$ cat config.mk
export PLATFORM = sky130hd
export DESIGN_NAME = rvalu_cell
export DESIGN_NICKNAME = d
export VERILOG_FILES = /design/src/hw/rtl/rvalu_pkg.sv /design/src/hw/rtl/rvalu_cell.sv
export SDC_FILE = /design/constraint.sdc
export NUM_CORES = 1
export LEC_CHECK = 0
export BUFFER_PORTS_ARGS = -buffer_cell sky130_fd_sc_hd__buf_2
export CAP_MARGIN = 10
export CORE_MARGIN = 2
export CORE_UTILIZATION = 50
export CTS_CLUSTER_SIZE = 30
export DETAILED_ROUTE_END_ITERATION = 10
export PLACE_DENSITY_LB_ADDON = 0.05
export SETUP_SLACK_MARGIN = 0.4
export SLEW_MARGIN = 10
export SYNTH_ARGS = -nofsm -noshare
export SYNTH_HDL_FRONTEND = slang
export SYNTH_SLANG_ARGS = --single-unit
$ cat constraint.sdc
create_clock -name clk -period 24.2 [get_ports clk]
set_input_delay 3.63 -clock clk [delete_from_list [all_inputs] [get_ports clk]]
set_output_delay 3.63 -clock clk [all_outputs]
set_load 0.02 [all_outputs]
$ cat src/hw/rtl/rvalu_pkg.sv
// Package for the RV64IM integer execute unit: operation codes, widths and
// the per-stage record that travels down the divide and multiply chain. No dependencies.
package rvalu_pkg;

  localparam int unsigned XLEN = 64;
  localparam int unsigned MODE_W = 5;
  localparam int unsigned DEF_BITS_PER_CELL = 2;

  typedef enum logic [MODE_W-1:0] {
    OP_ADD  = 5'd0,  OP_SUB  = 5'd1,  OP_SLL  = 5'd2,  OP_SLT  = 5'd3,
    OP_SLTU = 5'd4,  OP_XOR  = 5'd5,  OP_SRL  = 5'd6,  OP_SRA  = 5'd7,
    OP_OR   = 5'd8,  OP_AND  = 5'd9,  OP_MUL  = 5'd10, OP_DIV  = 5'd11,
    OP_REM  = 5'd12, OP_ADDW = 5'd13, OP_SUBW = 5'd14, OP_SLLW = 5'd15,
    OP_SRLW = 5'd16, OP_SRAW = 5'd17, OP_MULW = 5'd18, OP_DIVW = 5'd19,
    OP_REMW = 5'd20, OP_MV   = 5'd21, OP_NOT  = 5'd22, OP_NEG  = 5'd23,
    OP_NEGW = 5'd24, OP_SEQZ = 5'd25, OP_SNEZ = 5'd26
  } op_t;

  // Request record carried by every cell of the chain.
  typedef struct packed {
    logic            vld;
    logic            is_div;   // Result comes from the divider.
    logic            is_mul;   // Result comes from the multiplier.
    logic            want_rem;
    logic            word;
    logic            neg_q;
    logic            neg_r;
    logic [XLEN-1:0] rem;      // Partial remainder, or product accumulator.
    logic [XLEN-1:0] quo;      // Dividend or multiplier shifting out, quotient shifting in.
    logic [XLEN-1:0] dvs;      // Divisor magnitude, or shifted multiplicand.
    logic [XLEN-1:0] res;      // Early result for all other operations.
  } stage_t;

  function automatic logic [XLEN-1:0] sext32(input logic [XLEN-1:0] x);
    sext32 = {{(XLEN-32){x[31]}}, x[31:0]};
  endfunction

endpackage

$ cat src/hw/rtl/rvalu_cell.sv
// One cell of the divide and multiply chain: retires BITS quotient or multiplier
// bits per cycle while adv is high, passes the request record on. Depends on rvalu_pkg.
module rvalu_cell #(
  parameter int unsigned BITS = rvalu_pkg::DEF_BITS_PER_CELL
) (
  input  logic              clk,
  input  logic              rst_n,
  input  logic              adv,
  input  rvalu_pkg::stage_t d_in,
  output rvalu_pkg::stage_t d_out
);
  rvalu_pkg::stage_t cur_r, cur_nxt;
  logic [rvalu_pkg::XLEN:0] trial;
  logic [rvalu_pkg::XLEN-1:0] r_w, q_w, m_w;

  always_comb begin
    cur_nxt = d_in;
    r_w = d_in.rem;
    q_w = d_in.quo;
    m_w = d_in.dvs;
    trial = '0;
    if (d_in.is_div) begin
      for (int i = 0; i < BITS; i++) begin
        trial = {r_w, q_w[rvalu_pkg::XLEN-1]} - {1'b0, d_in.dvs};
        if (!trial[rvalu_pkg::XLEN]) begin
          r_w = trial[rvalu_pkg::XLEN-1:0];
          q_w = {q_w[rvalu_pkg::XLEN-2:0], 1'b1};
        end else begin
          r_w = {r_w[rvalu_pkg::XLEN-2:0], q_w[rvalu_pkg::XLEN-1]};
          q_w = {q_w[rvalu_pkg::XLEN-2:0], 1'b0};
        end
      end
    end else if (d_in.is_mul) begin
      // Shift-and-add: only the low product bits are kept.
      for (int i = 0; i < BITS; i++) begin
        if (q_w[0]) begin
          r_w = r_w + m_w;
        end
        m_w = {m_w[rvalu_pkg::XLEN-2:0], 1'b0};
        q_w = {1'b0, q_w[rvalu_pkg::XLEN-1:1]};
      end
    end
    cur_nxt.rem = r_w;
    cur_nxt.quo = q_w;
    cur_nxt.dvs = m_w;
  end

  always_ff @(posedge clk) begin
    if (!rst_n) begin
      cur_r.vld <= 1'b0;
    end else if (adv) begin
      cur_r <= cur_nxt;
    end
  end

  assign d_out = cur_r;
endmodule

==> results by group <==
CTS
  – Root buf cell: clkbuf_16
  – Post-CTS sizing: 0
  – Post-CTS Hold Fix Bufs: 0
  – CTS tree: done
  – Reg clk slew, reported paths: 0.05 ns
  – Worst-Skew Late Latency: 0.55 ns
  – Max H-tree Level: 2
  – Max clock buf depth: 3
  – Clock buffer count from CTS: 34
  – Sink Count: 263
  – Post-CTS Setup Bufs: 0

Setup path
  – Top Family by Delay on Critical Path: compound AO/OA/AOI/OAI gates
  – Critical path's slowest cell: buf_4
  – CP required: 24.46 ns
  – CP Max Fanout: 94
  – Crit path kind: in2reg
  – Worst EP arrival: 12.13 ns
  – Critical Path Max Stage Delay: 0.79 ns
  – Worst Setup Start Kind: primary input
  – Setup crit end kind: flop
  – Worst path bufs/invs: 6

Finish
  – Core Util, Final: 57.4%
  – Post-route cell area: 33700 µm²
  – Layout cells sized above 1: 17.4%
  – Area Overhead vs Synth: 13.9%
  – Filler cell count: 5656
  – Max reg flops: 263
  – Nets@finish: 4576
  – Register area: 7890 µm²
  – Area of the multi-input gates: 20300 µm²

STA
  – Final Hold Fails: 0
  – Worst slew pin tran: 1.20 ns
  – Final hold slack: 0.531 ns
  – Slack of the critical path: 12.33 ns
  – Ratio of final minimum period to clock period: 49.1%
  – Endpoints failing setup: 0
  – Fmax achieved: 84.2 MHz
  – Slew Viols, Final: 0
  – Post-route setup TNS: 0 ns
  – Clock skew: 0 ns
  – Post-layout min period: 11.87 ns
  – Slew HR: 19.2%
  – RSZ-0062 raised after global routing: false

Route
  – WL final: 118000 µm
  – TritonRoute pass-1 iters: 7
  – Post-DRT Antenna Nets: 0
  – Starting DRT DRC Count: 3086
  – Met3 WL: 9870 µm
  – Highest Signal Layer: met5
  – Met2 wire length: 54100 µm
  – Wirelength per Cell: 24.4 µm
  – Drt drc: 0
  – Avg Vias per Cell: 6.28
  – Routed vias: 30400
  – WL met1: 49000 µm

Synthesis
  – Synth top area share: 26.6%
  – Synth area leader: edfxtp_1
  – Post-Syn Area: 29600 µm²
  – Predominant post-synthesis flop cell: edfxtp_1
  – Top cells by count, synth: nand2_1, a21oi_1, o21ai_0
  – Syn Nets: 4204
  – Mean Syn Cell Area: 8.05 µm²
  – Most area-consuming cells after synthesis: edfxtp_1, ha_1, a21oi_1
  – Fraction of registers with async set/reset: 0%
  – Yosys Warn Count: 0
  – Unique cell type count in the Yosys netlist: 94
  – Cell count after synthesis: 3681
  – Part of the Yosys area used for sequential elements: 26.6%
  – Most numerous cell in the Yosys netlist: nand2_1
  – Seq cells post-synth: 263
  – Number of flops mapped to enable cells by yosys: 262

Floorplan
  – Die height: 247 µm
  – Io pins: 529
  – Initial Util: 50.4%
  – # rows: 89
  – Die Width: 247 µm
  – Core ar.: 58800 µm²
  – Die ar.: 61200 µm²

Placement
  – Worst slack, placed: 11.93 ns
  – I/O Buffers: 528
  – Cell Area, Placed: 32600 µm²
  – Dpl hpwl: 95400 µm
  – Routability congestion estimate from global placement: 1.00

Power and ir drop
  – PwrDens: 69.3 nW/µm²
  – Leak: 0.0146 µW
  – Worst VDD drop: 0.0604 mV

Global routing
  – Tot GR Track Use: 37.1%
  – Final global-route overflow total: 0
  – First-pass GRT wire length: 173000 µm
  – Vias in the first global route: 27800
  – Pin count of the biggest net entering global routing: 107
  – Initial antenna violation count: 7

Min path
  – Worst min path class: reg2reg

Flow run
  – Max-Cap Viols: 0

Outcome
  – Status: finished, final reports clean
==> layer usage <==
metal,GRT usage [%],vias up
met4,15.1,6
met5,0,-
met1,48.7,14300
li1,-,14400
met3,6.06,211
met2,60.6,1448
==> where the power goes <==
part / total (µW) / internal, µW / switching (µW)
logic: 1210 / 449 / 760
registers: 577 / 558 / 19.0
clock network: 554 / 330 / 223
total: 2340 / 1340 / 1000
==> final cells by class <==
cell class	count	share of cell area, %
Clock buffer	42	2.67
Timing Repair Buffer	555	8.48
Inverter	145	1.61
Tap cell	773	2.87
Antenna cell	2	0.0148
Sequential cell	263	23.4
Multi-Input combinational cell	3054	60.2
Clock inverter	17	0.771
==> cell usage in the layout, fill, tap and decap left out, types with 54 or more instances in the layout <==
cell type / n
nand4_1: 80
mux2i_1: 137
a21o_1: 124
nand2_1: 468
xor2_1: 88
ha_1: 253
nor3_1: 54
inv_1: 143
a21oi_1: 369
xnor2_1: 145
buf_2: 525
edfxtp_1: 262
nand3_1: 58
nor2_1: 243
mux2_2: 59
o21ai_0: 364
==> kinds of logic after synthesis <==
group / after synthesis / share of synthesized area, %
xor+xnor: 233 / 6.89
mux: 197 / 6.92
fa+ha+maj: 257 / 11.0
flops: 263 / 26.6
compound gates: 1287 / 27.2
buf+inv: 364 / 4.88
simple gates: 1080 / 16.6
==> worst reg2reg max path, cell delays in order, from the launching register on <==
cell	delay (ns)
dfxtp_1	0.31
mux2i_1	0.12
nor2b_1	0.06
==> metrics by stage <==
step | power (µW) | cells
floorplan | 1440 | 3681
global placement | 1760 | 4790
detailed placement | 1760 | 4790
CTS | 2320 | 4849
global route | 2460 | 4849
finish | 2340 | 4851
==> worst paths after layout <==
check	from	endpoint	slack, ns	cells after the start
max	d_in[191]	d_out[213]	12.33	28
min	d_out[262]	d_out[262]	0.53	2
max reg2reg	d_out[262]	d_out[262]	23.61	2
min reg2reg	d_out[262]	d_out[262]	0.53	2
No activity file was read; power rests on OpenSTA's default activity.
